### config.mk
export PLATFORM = sky130hd
export DESIGN_NAME = tcp_connection_state_machine_top
export DESIGN_NICKNAME = d
export VERILOG_FILES = /design/src/hdl/tcpsm_pkg.sv /design/src/hdl/tcp_connection_state_machine_top.sv /design/src/hdl/tcpsm_cfg.sv /design/src/hdl/tcpsm_core.sv
export VERILOG_INCLUDE_DIRS = /design/src /design/src/hdl
export SDC_FILE = /design/constraint.sdc
export NUM_CORES = 1
export LEC_CHECK = 0
export BUFFER_PORTS_ARGS = -buffer_cell sky130_fd_sc_hd__buf_2
export CELL_PAD_IN_SITES_DETAIL_PLACEMENT = 0
export CELL_PAD_IN_SITES_GLOBAL_PLACEMENT = 1
export CORE_UTILIZATION = 52
export CTS_BUF_LIST = sky130_fd_sc_hd__clkbuf_2 sky130_fd_sc_hd__clkbuf_4 sky130_fd_sc_hd__clkbuf_8
export CTS_CLUSTER_DIAMETER = 60
export DETAILED_ROUTE_END_ITERATION = 10
export GPL_ROUTABILITY_DRIVEN = 1
export GPL_TIMING_DRIVEN = 0
export PLACE_DENSITY_LB_ADDON = 0.15
export SLEW_MARGIN = 20
export SYNTH_ARGS = -nofsm -noshare
export SYNTH_HDL_FRONTEND = slang
export SYNTH_HIERARCHICAL = 1
export SYNTH_SLANG_ARGS = --single-unit
### constraint.sdc
create_clock -name clk -period 17.7 [get_ports clk]
set_input_delay 0.885 -clock clk [delete_from_list [all_inputs] [get_ports clk]]
set_output_delay 0.885 -clock clk [all_outputs]
set_load 0.02 [all_outputs]
### src/hdl/tcp_connection_state_machine_top_defines.svh
// ---------------------------------------------------------------------------
// TCP connection state machine assertion macros
// Shared concurrent assertion forms used at the end of the top level.
// ---------------------------------------------------------------------------
`ifndef TCP_CONNECTION_STATE_MACHINE_TOP_DEFINES_SVH
`define TCP_CONNECTION_STATE_MACHINE_TOP_DEFINES_SVH

// The consequent must hold in the same cycle as the antecedent.
`define TCPSM_ASSERT_SAME(label, clk, rst, ante, cons, msg) \
  label: assert property (@(posedge clk) disable iff (rst) (ante) |-> (cons)) \
    else $error(msg);

// The consequent must hold in the cycle after the antecedent.
`define TCPSM_ASSERT_NEXT(label, clk, rst, ante, cons, msg) \
  label: assert property (@(posedge clk) disable iff (rst) (ante) |=> (cons)) \
    else $error(msg);

`endif

### src/hdl/tcpsm_pkg.sv
// ---------------------------------------------------------------------------
// TCP connection state machine package
// Shared types, state codes, flag values and configuration register indexes.
// ---------------------------------------------------------------------------
`timescale 1ns / 1ps
`default_nettype none

package tcpsm_pkg;

  typedef enum logic [10:0] {
    S_CLOSED      = 11'b000_0000_0001,
    S_LISTEN      = 11'b000_0000_0010,
    S_SYN_SENT    = 11'b000_0000_0100,
    S_SYN_RECV    = 11'b000_0000_1000,
    S_ESTABLISHED = 11'b000_0001_0000,
    S_FIN_WAIT_1  = 11'b000_0010_0000,
    S_FIN_WAIT_2  = 11'b000_0100_0000,
    S_CLOSING     = 11'b000_1000_0000,
    S_TIME_WAIT   = 11'b001_0000_0000,
    S_CLOSE_WAIT  = 11'b010_0000_0000,
    S_LAST_ACK    = 11'b100_0000_0000
  } state_t;

  localparam logic [3:0] CODE_CLOSED      = 4'd0;
  localparam logic [3:0] CODE_LISTEN      = 4'd1;
  localparam logic [3:0] CODE_SYN_SENT    = 4'd2;
  localparam logic [3:0] CODE_SYN_RECV    = 4'd3;
  localparam logic [3:0] CODE_ESTABLISHED = 4'd4;
  localparam logic [3:0] CODE_FIN_WAIT_1  = 4'd5;
  localparam logic [3:0] CODE_FIN_WAIT_2  = 4'd6;
  localparam logic [3:0] CODE_CLOSING     = 4'd7;
  localparam logic [3:0] CODE_TIME_WAIT   = 4'd8;
  localparam logic [3:0] CODE_CLOSE_WAIT  = 4'd9;
  localparam logic [3:0] CODE_LAST_ACK    = 4'd10;

  localparam logic [2:0] OP_SEGMENT = 3'd0;
  localparam logic [2:0] OP_LISTEN  = 3'd1;
  localparam logic [2:0] OP_CONNECT = 3'd2;
  localparam logic [2:0] OP_CLOSE   = 3'd3;
  localparam logic [2:0] OP_TICK    = 3'd4;

  localparam logic [3:0] FL_SYN = 4'd8;
  localparam logic [3:0] FL_ACK = 4'd4;
  localparam logic [3:0] FL_FIN = 4'd2;

  localparam logic [15:0] HEADER_LEN = 16'd20;

  localparam logic [2:0] CFG_LOCAL_PORT        = 3'd0;
  localparam logic [2:0] CFG_REMOTE_PORT       = 3'd1;
  localparam logic [2:0] CFG_SYN_ISN           = 3'd2;
  localparam logic [2:0] CFG_SYNACK_ISN        = 3'd3;
  localparam logic [2:0] CFG_HANDSHAKE_TIMEOUT = 3'd4;
  localparam logic [2:0] CFG_CLOSE_TIMEOUT     = 3'd5;

  localparam logic [15:0] HANDSHAKE_TIMEOUT_RESET = 16'd1000;
  localparam logic [15:0] CLOSE_TIMEOUT_RESET     = 16'd2000;

  typedef struct packed {
    logic [2:0]  operation;
    logic [7:0]  seg_flags;
    logic [31:0] seg_seq;
    logic [31:0] seg_ack;
    logic [15:0] seg_src_port;
    logic [15:0] seg_length;
  } evt_t;

  typedef struct packed {
    logic [15:0] local_port;
    logic [15:0] remote_port;
    logic [31:0] syn_isn;
    logic [31:0] synack_isn;
    logic [15:0] handshake_timeout;
    logic [15:0] close_timeout;
  } cfg_t;

  typedef struct packed {
    logic        send_valid;
    logic [3:0]  send_flags;
    logic [31:0] send_seq;
    logic [31:0] send_ack;
    logic [15:0] send_src_port;
    logic [15:0] send_dst_port;
    logic [3:0]  conn_state;
    logic        status;
  } result_t;

  function automatic logic [3:0] encode_state(input state_t s);
    logic [3:0] code;
    case (s)
      S_CLOSED:      code = CODE_CLOSED;
      S_LISTEN:      code = CODE_LISTEN;
      S_SYN_SENT:    code = CODE_SYN_SENT;
      S_SYN_RECV:    code = CODE_SYN_RECV;
      S_ESTABLISHED: code = CODE_ESTABLISHED;
      S_FIN_WAIT_1:  code = CODE_FIN_WAIT_1;
      S_FIN_WAIT_2:  code = CODE_FIN_WAIT_2;
      S_CLOSING:     code = CODE_CLOSING;
      S_TIME_WAIT:   code = CODE_TIME_WAIT;
      S_CLOSE_WAIT:  code = CODE_CLOSE_WAIT;
      S_LAST_ACK:    code = CODE_LAST_ACK;
      default:       code = CODE_CLOSED;
    endcase
    return code;
  endfunction

  function automatic logic in_fin_group(input state_t s);
    return (s == S_FIN_WAIT_1) || (s == S_FIN_WAIT_2) || (s == S_CLOSING);
  endfunction

endpackage

`default_nettype wire

### src/hdl/tcp_connection_state_machine_top.sv
// ---------------------------------------------------------------------------
// TCP connection state machine top level
// Taken events are registered, then their results. Throughput: one event per cycle
// unless the result channel stalls; the state update is a single pass of
// compare and select logic between the event register and the result register.
// Reset clears the connection to CLOSED, all saved numbers and the timer to
// zero, and the timeouts to 1000 and 2000 ticks; the block takes events at once.
// ---------------------------------------------------------------------------
`timescale 1ns / 1ps
`default_nettype none

`include "tcp_connection_state_machine_top_defines.svh"

module tcp_connection_state_machine_top
  import tcpsm_pkg::*;
(
  input  wire logic        clk,
  input  wire logic        rst,
  input  wire logic        cfg_write_enable,
  input  wire logic [2:0]  cfg_index,
  input  wire logic [31:0] cfg_data,
  input  wire logic        event_valid,
  output logic             event_stall,
  input  wire logic [2:0]  operation,
  input  wire logic [7:0]  seg_flags,
  input  wire logic [31:0] seg_seq,
  input  wire logic [31:0] seg_ack,
  input  wire logic [15:0] seg_src_port,
  input  wire logic [15:0] seg_length,
  output logic             result_valid,
  input  wire logic        result_stall,
  output logic             send_valid,
  output logic [3:0]       send_flags,
  output logic [31:0]      send_seq,
  output logic [31:0]      send_ack,
  output logic [15:0]      send_src_port,
  output logic [15:0]      send_dst_port,
  output logic [3:0]       conn_state,
  output logic             status
);

  cfg_t    cfg;
  evt_t    evt;
  logic    evt_valid;
  result_t res_comb, res;
  logic    out_free, step, accept;

  assign out_free    = !result_valid || !result_stall;
  assign step        = evt_valid && out_free;
  assign event_stall = evt_valid && !out_free;
  assign accept      = event_valid && !event_stall;

  tcpsm_cfg u_cfg (
    .clk              (clk),
    .rst              (rst),
    .cfg_write_enable (cfg_write_enable),
    .cfg_index        (cfg_index),
    .cfg_data         (cfg_data),
    .cfg              (cfg)
  );

  always_ff @(posedge clk) begin
    if (rst) begin
      evt_valid <= 1'b0;
    end else if (accept) begin
      evt_valid <= 1'b1;
    end else if (step) begin
      evt_valid <= 1'b0;
    end
  end

  always_ff @(posedge clk) begin
    if (accept) begin
      evt.operation    <= operation;
      evt.seg_flags    <= seg_flags;
      evt.seg_seq      <= seg_seq;
      evt.seg_ack      <= seg_ack;
      evt.seg_src_port <= seg_src_port;
      evt.seg_length   <= seg_length;
    end
  end

  tcpsm_core u_core (
    .clk  (clk),
    .rst  (rst),
    .step (step),
    .evt  (evt),
    .cfg  (cfg),
    .res  (res_comb)
  );

  always_ff @(posedge clk) begin
    if (rst) begin
      result_valid <= 1'b0;
    end else if (out_free) begin
      result_valid <= step;
    end
  end

  always_ff @(posedge clk) begin
    if (step) begin
      res <= res_comb;
    end
  end

  assign send_valid    = res.send_valid;
  assign send_flags    = res.send_flags;
  assign send_seq      = res.send_seq;
  assign send_ack      = res.send_ack;
  assign send_src_port = res.send_src_port;
  assign send_dst_port = res.send_dst_port;
  assign conn_state    = res.conn_state;
  assign status        = res.status;

  `TCPSM_ASSERT_NEXT(a_step_gives_result, clk, rst, step, result_valid, "processed event lost its result")
  `TCPSM_ASSERT_SAME(a_refused_sends_nothing, clk, rst, result_valid && res.status, !res.send_valid, "refused close sent a segment")
  `TCPSM_ASSERT_SAME(a_no_segment_zero, clk, rst, result_valid && !res.send_valid, res.send_flags == 4'd0 && res.send_seq == 32'd0 && res.send_src_port == 16'd0, "empty segment fields not zero")

endmodule

`default_nettype wire

### src/hdl/tcpsm_cfg.sv
// ---------------------------------------------------------------------------
// TCP connection state machine configuration registers
// Holds ports, initial sequence numbers and timeouts written by the host.
// ---------------------------------------------------------------------------
`timescale 1ns / 1ps
`default_nettype none

module tcpsm_cfg
  import tcpsm_pkg::*;
(
  input  wire logic        clk,
  input  wire logic        rst,
  input  wire logic        cfg_write_enable,
  input  wire logic [2:0]  cfg_index,
  input  wire logic [31:0] cfg_data,
  output cfg_t             cfg
);

  always_ff @(posedge clk) begin
    if (rst) begin
      cfg.local_port        <= '0;
      cfg.remote_port       <= '0;
      cfg.syn_isn           <= '0;
      cfg.synack_isn        <= '0;
      cfg.handshake_timeout <= HANDSHAKE_TIMEOUT_RESET;
      cfg.close_timeout     <= CLOSE_TIMEOUT_RESET;
    end else if (cfg_write_enable) begin
      case (cfg_index)
        CFG_LOCAL_PORT:        cfg.local_port        <= cfg_data[15:0];
        CFG_REMOTE_PORT:       cfg.remote_port       <= cfg_data[15:0];
        CFG_SYN_ISN:           cfg.syn_isn           <= cfg_data;
        CFG_SYNACK_ISN:        cfg.synack_isn        <= cfg_data;
        CFG_HANDSHAKE_TIMEOUT: cfg.handshake_timeout <= cfg_data[15:0];
        CFG_CLOSE_TIMEOUT:     cfg.close_timeout     <= cfg_data[15:0];
        default: begin
        end
      endcase
    end
  end

endmodule

`default_nettype wire

### src/hdl/tcpsm_core.sv
// ---------------------------------------------------------------------------
// TCP connection state machine core
// Connection state, timer and saved segment numbers, with the per-event
// next-state and segment logic.
// ---------------------------------------------------------------------------
`timescale 1ns / 1ps
`default_nettype none

module tcpsm_core
  import tcpsm_pkg::*;
(
  input  wire logic clk,
  input  wire logic rst,
  input  wire logic step,
  input  wire evt_t evt,
  input  wire cfg_t cfg,
  output result_t   res
);

  state_t      state, state_next, go_state;
  logic [15:0] tick_count, tick_count_next, tick_timed;
  logic [15:0] peer_port, peer_port_next;
  logic [31:0] synack_ack_number, synack_ack_number_next;
  logic [31:0] hs_ack_seq, hs_ack_seq_next;
  logic [31:0] hs_ack_ack, hs_ack_ack_next;
  logic [31:0] fin_ack_seq, fin_ack_seq_next;
  logic [31:0] fin_ack_ack, fin_ack_ack_next;

  logic        go_en, force_tick_clear, fire, rx_fin;
  logic [15:0] limit;
  logic        emit;
  logic [3:0]  emit_flags;
  logic [31:0] emit_seq, emit_ack, seq_plus_one;
  logic        refused;

  assign rx_fin       = (evt.seg_flags == {4'd0, FL_FIN}) ||
                        (evt.seg_flags == {4'd0, FL_FIN | FL_ACK});
  assign seq_plus_one = evt.seg_seq + 32'd1;
  assign limit        = (in_fin_group(state) || state == S_TIME_WAIT) ?
                        cfg.close_timeout : cfg.handshake_timeout;
  assign fire         = tick_count >= limit;

  always_comb begin
    go_en                  = 1'b0;
    go_state               = state;
    force_tick_clear       = 1'b0;
    tick_timed             = tick_count;
    peer_port_next         = peer_port;
    synack_ack_number_next = synack_ack_number;
    hs_ack_seq_next        = hs_ack_seq;
    hs_ack_ack_next        = hs_ack_ack;
    fin_ack_seq_next       = fin_ack_seq;
    fin_ack_ack_next       = fin_ack_ack;
    emit                   = 1'b0;
    emit_flags             = '0;
    emit_seq               = '0;
    emit_ack               = '0;
    refused                = 1'b0;

    case (evt.operation)
      OP_SEGMENT: begin
        case (state)
          S_LISTEN: begin
            if (evt.seg_flags == {4'd0, FL_SYN}) begin
              peer_port_next         = evt.seg_src_port;
              synack_ack_number_next = seq_plus_one;
              emit       = 1'b1;
              emit_flags = FL_SYN | FL_ACK;
              emit_seq   = cfg.synack_isn;
              emit_ack   = seq_plus_one;
              go_en      = 1'b1;
              go_state   = S_SYN_RECV;
            end
          end
          S_SYN_SENT: begin
            if (evt.seg_flags == {4'd0, FL_SYN | FL_ACK}) begin
              hs_ack_seq_next = evt.seg_ack;
              hs_ack_ack_next = seq_plus_one;
              emit       = 1'b1;
              emit_flags = FL_ACK;
              emit_seq   = evt.seg_ack;
              emit_ack   = seq_plus_one;
              go_en      = 1'b1;
              go_state   = S_ESTABLISHED;
            end
          end
          S_SYN_RECV: begin
            if (evt.seg_flags == {4'd0, FL_ACK} && evt.seg_length == HEADER_LEN) begin
              go_en    = 1'b1;
              go_state = S_ESTABLISHED;
            end else if (evt.seg_flags == {4'd0, FL_SYN}) begin
              emit       = 1'b1;
              emit_flags = FL_SYN | FL_ACK;
              emit_seq   = cfg.synack_isn;
              emit_ack   = synack_ack_number;
            end
          end
          S_ESTABLISHED: begin
            if (evt.seg_flags == {4'd0, FL_SYN | FL_ACK}) begin
              emit       = 1'b1;
              emit_flags = FL_ACK;
              emit_seq   = hs_ack_seq;
              emit_ack   = hs_ack_ack;
            end else if (rx_fin) begin
              fin_ack_seq_next = evt.seg_ack;
              fin_ack_ack_next = seq_plus_one;
              emit       = 1'b1;
              emit_flags = FL_ACK;
              emit_seq   = evt.seg_ack;
              emit_ack   = seq_plus_one;
              go_en      = 1'b1;
              go_state   = S_CLOSE_WAIT;
            end
          end
          S_FIN_WAIT_1: begin
            if (rx_fin) begin
              fin_ack_seq_next = evt.seg_ack;
              fin_ack_ack_next = seq_plus_one;
              emit       = 1'b1;
              emit_flags = FL_ACK;
              emit_seq   = evt.seg_ack;
              emit_ack   = seq_plus_one;
              go_en      = 1'b1;
              go_state   = S_CLOSING;
            end else if (evt.seg_flags == {4'd0, FL_ACK}) begin
              go_en    = 1'b1;
              go_state = S_FIN_WAIT_2;
            end
          end
          S_CLOSING: begin
            if (evt.seg_flags == {4'd0, FL_ACK}) begin
              emit       = 1'b1;
              emit_flags = FL_ACK;
              emit_seq   = fin_ack_seq;
              emit_ack   = fin_ack_ack;
              go_en      = 1'b1;
              go_state   = S_TIME_WAIT;
            end else if (rx_fin) begin
              emit       = 1'b1;
              emit_flags = FL_ACK;
              emit_seq   = fin_ack_seq;
              emit_ack   = fin_ack_ack;
            end
          end
          S_FIN_WAIT_2: begin
            if (rx_fin) begin
              fin_ack_seq_next = evt.seg_ack;
              fin_ack_ack_next = seq_plus_one;
              emit       = 1'b1;
              emit_flags = FL_ACK;
              emit_seq   = evt.seg_ack;
              emit_ack   = seq_plus_one;
              go_en      = 1'b1;
              go_state   = S_TIME_WAIT;
            end
          end
          S_CLOSE_WAIT: begin
            if (evt.seg_flags == {4'd0, FL_FIN}) begin
              emit       = 1'b1;
              emit_flags = FL_ACK;
              emit_seq   = fin_ack_seq;
              emit_ack   = fin_ack_ack;
            end
          end
          S_LAST_ACK: begin
            if (evt.seg_flags == {4'd0, FL_ACK}) begin
              go_en    = 1'b1;
              go_state = S_CLOSED;
            end
          end
          default: begin
          end
        endcase
      end
      OP_LISTEN: begin
        go_en    = 1'b1;
        go_state = S_LISTEN;
      end
      OP_CONNECT: begin
        peer_port_next   = cfg.remote_port;
        emit             = 1'b1;
        emit_flags       = FL_SYN;
        emit_seq         = cfg.syn_isn;
        go_en            = 1'b1;
        go_state         = S_SYN_SENT;
        force_tick_clear = 1'b1;
      end
      OP_CLOSE: begin
        if (state == S_ESTABLISHED || state == S_CLOSE_WAIT) begin
          emit       = 1'b1;
          emit_flags = FL_FIN | FL_ACK;
          go_en      = 1'b1;
          go_state   = (state == S_ESTABLISHED) ? S_FIN_WAIT_1 : S_LAST_ACK;
        end else begin
          refused = 1'b1;
        end
      end
      OP_TICK: begin
        case (state)
          S_SYN_SENT, S_SYN_RECV, S_FIN_WAIT_1, S_FIN_WAIT_2, S_CLOSING,
          S_TIME_WAIT, S_LAST_ACK: begin
            tick_timed = fire ? 16'd0 : tick_count + 16'd1;
            if (fire) begin
              case (state)
                S_SYN_SENT: begin
                  emit       = 1'b1;
                  emit_flags = FL_SYN;
                  emit_seq   = cfg.syn_isn;
                end
                S_SYN_RECV: begin
                  emit       = 1'b1;
                  emit_flags = FL_SYN | FL_ACK;
                  emit_seq   = cfg.synack_isn;
                  emit_ack   = synack_ack_number;
                end
                S_TIME_WAIT: begin
                  go_en    = 1'b1;
                  go_state = S_CLOSED;
                end
                S_LAST_ACK: begin
                  emit       = 1'b1;
                  emit_flags = FL_FIN | FL_ACK;
                  go_en      = 1'b1;
                  go_state   = S_CLOSED;
                end
                default: begin
                  emit       = 1'b1;
                  emit_flags = FL_FIN | FL_ACK;
                end
              endcase
            end
          end
          default: begin
          end
        endcase
      end
      default: begin
      end
    endcase

    state_next      = go_en ? go_state : state;
    tick_count_next = tick_timed;
    if (force_tick_clear ||
        (go_en && go_state != state && !(in_fin_group(go_state) && in_fin_group(state)))) begin
      tick_count_next = '0;
    end
  end

  always_comb begin
    res.send_valid    = emit;
    res.send_flags    = emit_flags;
    res.send_seq      = emit_seq;
    res.send_ack      = emit_ack;
    res.send_src_port = emit ? cfg.local_port : 16'd0;
    res.send_dst_port = emit ? peer_port_next : 16'd0;
    res.conn_state    = encode_state(state_next);
    res.status        = refused;
  end

  always_ff @(posedge clk) begin
    if (rst) begin
      state             <= S_CLOSED;
      tick_count        <= '0;
      peer_port         <= '0;
      synack_ack_number <= '0;
      hs_ack_seq        <= '0;
      hs_ack_ack        <= '0;
      fin_ack_seq       <= '0;
      fin_ack_ack       <= '0;
    end else if (step) begin
      state             <= state_next;
      tick_count        <= tick_count_next;
      peer_port         <= peer_port_next;
      synack_ack_number <= synack_ack_number_next;
      hs_ack_seq        <= hs_ack_seq_next;
      hs_ack_ack        <= hs_ack_ack_next;
      fin_ack_seq       <= fin_ack_seq_next;
      fin_ack_ack       <= fin_ack_ack_next;
    end
  end

endmodule

`default_nettype wire

==> results.cfg <==
[detailed_routing]
wl_mm = 72.3
drt_pre_antenna_iters = 8
dr_wl_met3_mm = 5.35
via_per_inst = 5.90
dr_total_vias = 19500
wl_met1_mm = 31.0
drc = 0
wl_met2_mm = 33.6
ant_nets = 0
wl_per_cell_um = 21.9
drt_iter0_drc = 1970
top_layer = met4

[die]
die-width_um = 216
coreArea_mm2 = 0.0446
die_h_um = 216
core.rowCount = 77
start_util_pct = 53.2
die-area_mm2 = 0.0465
io_pins = 255

[sta]
hold_viol_final = 0
fin_crit_ps = 6850
max_freq_mhz = 146
worst-slew-pin-transition_ps = 1220
finalClockSkew_ps = 32.3
setup_violations = 0
hold_slack_ps = 364
slew_violations = 0
fin_crit_sh_pct = 38.7
rsz0062_at_grt = false
fin_tns_setup_ps = 0
slew_headroom_pct = 18.2

[clock_network]
cts_tree = yes
postCtsResizedCells = 0
h-tree-depth = 3
cts_buffers = 91
clock_path_buffers = 3
cts_setup_buffers = 0
cts.clk_slew.worst_paths_ps = 70
cts_root_buffer = clkbuf_8
insertion_delay_ps = 690
clock-sinks = 546
cts_hold_buf = 0

[synth]
ys_ff_latch = 546
synthArstFlopShare_pct = 0
syn_nets = 2440
synth_most_common_cell = dfxtp_1
synth_flop_cell = dfxtp_1
yosys.area.top_type = dfxtp_1
syn_area_per_cell_um2 = 10.4
synth.cell_area_mm2 = 0.0237
synth_top_area_share_pct = 28.1
syn_inst = 2275
netlist_top_cells_area = dfxtp_1 28%, edfxtp_1 27%, mux2i_1 6.2%
synth_seq_area_share_pct = 55.0
synth_commonest_cells = 333 x dfxtp_1, 224 x nand2_1, 213 x edfxtp_1
yosysWarnings = 6
yosysUniqueCellTypes = 85
synth-edff-count = 213

[final_layout]
final_cell_area_mm2 = 0.0279
num_antenna_cells = 0
area_growth_pct = 17.5
layout-drive-gt1-share_pct = 18.4
stdcell_count = 3300
nets = 2797

[pwr]
p_int_mw = 2.03
p_switching_mw = 0.664
seq_power_share_pct = 50.4
power.density_mw_per_mm2 = 96.7
switching_share_pct = 24.6
power_leakage_nw = 10.2
p_comb_share_pct = 6.8
p_clk_share_pct = 42.8
vdd_drop_max_v = 0.0000814

[global_routing]
grt_usage_pct = 30.7
grt_pass1_wl_mm = 109
gr-total-overflow = 0
grt_max_degree = 31
grt_pass1_vias = 18900
antenna_found_initial = 0

[placement]
place.gp.congestion = 0.943
place_area_mm2 = 0.0260
portBuffers = 254
dp_hpwl_mm = 52.4
dp.cells = 3131

[critical_path]
worstSetupStartpointType = flop
critical_path_class = flop to flop
required_ps = 18270
worstPathArrival_ps = 7420
cp-end-kind = flop
crit_path_max_fanout = 10

[worst_hold_path]
worstHoldPathType = primary input to flop

[run]
cap_violations = 0

[outcome]
outcome = complete, no violations
per-stage QoR:
stage               utilization [%]  setup WS (ps)  total power [mW]
finish                         62.5          10850              2.70
global route                   62.5          10490              2.79
CTS                            62.5          10970              2.72
detailed placement             58.3          10990              1.57
global placement               57.7            135              1.57
floorplan                         -           6580              1.49
cell type report:
| cell class | count | area (um^2) |
|---|---|---|
| multi-input combinational | 1528 | 9850 |
| clock buffer | 135 | 1640 |
| timing repair buffer | 264 | 1500 |
| clock inverter | 34 | 258 |
| inverter | 32 | 120 |
| tap | 592 | 741 |
| sequential | 546 | 13100 |
| fill | 3737 | 16700 |
| buffer | 169 | 721 |
critical path, stage by stage (launching register included):
cell and delay [ps]:
dfxtp_1 430, clkbuf_1 460, o21ai_0 160, o21ai_0 160, nor3_1 160, a31oi_2 620
clkbuf_1 680, mux2i_1 430, ha_1 320, a21oi_1 140, nor3_1 60, nor4_1 550
a311oi_1 280, a211oi_1 870, nand2b_1 240, a311oi_1 90, a2111oi_4 610, buf_4 290
nand2_1 80, o311ai_1 90
state kept, by name (all words and copies together) (netlist names), 16 cells and up:
name,flops
u_core/hs_ack_ack,32
send_seq,32
u_core/synack_ack_number,32
u_core/fin_ack_seq,32
send_src_port,16
u_core/hs_ack_seq,32
u_core/peer_port,16
u_core/tick_count,16
send_ack,32
send_dst_port,16
evt,107
u_core/fin_ack_ack,32
u_cfg/cfg,128
kinds of logic after synthesis:
group / count (synthesis) / share of synthesized area, %
DFF: 546 / 55.0
buffers and inverters: 201 / 3.54
AOI/OAI and AO/OA: 516 / 15.4
muxes: 148 / 6.25
other: 1 / 0.0158
xor gates and xnor gates: 42 / 1.55
adders and majority gates: 18 / 0.949
and+or+nand+nor: 803 / 17.2
cells in the final DEF (no fill, tap or decap), drive strengths merged, types with 17 or more instances in the layout:
cell / instances
a211oi: 103
a21oi: 122
a222oi: 48
a22oi: 35
and2: 18
buf: 301
clkbuf: 267
clkinv: 24
dfxtp: 333
edfxtp: 213
ha: 18
inv: 35
mux2i: 147
nand2: 224
nand2b: 172
nand3: 27
nand4: 30
nor2: 202
nor3: 36
o21ai: 92
o221ai: 17
o22ai: 18
xnor2: 17
xor2: 25
power by group through the flow:
| stage | registers [mW] | clock network [mW] | logic (mW) |
|---|---|---|---|
| detailed placement | 1.39 | 0 | 0.181 |
| CTS | 1.36 | 1.17 | 0.182 |
| floorplan | 1.40 | 0 | 0.0931 |
| global route | 1.36 | 1.23 | 0.195 |
| finish | 1.36 | 1.15 | 0.183 |
| global placement | 1.40 | 0 | 0.172 |
worst paths after layout:
kind,from,to,slack [ps],cells past startpoint
setup / recovery,u_core/state[5]$_SDFFE_PP0P_,u_core/tick_count[8]$_SDFFE_PP0P_,10850,19
hold / removal,seg_flags[5],evt[101]$_DFFE_PP_,360,1
setup reg to reg,u_core/state[5]$_SDFFE_PP0P_,u_core/tick_count[8]$_SDFFE_PP0P_,10850,19
hold reg to reg,u_core/hs_ack_seq[24]$_SDFFE_PP0P_,u_core/hs_ack_seq[24]$_SDFFE_PP0P_,450,2
per-layer routing:
| layer | track usage, % | up-vias |
|---|---|---|
| li1 | - | 9094 |
| met1 | 40.4 | 9405 |
| met2 | 49.1 | 817 |
| met3 | 7.12 | 152 |
| met4 | 11.5 | 0 |
| met5 | 0 | - |
Power figures use the tool's default switching activity.
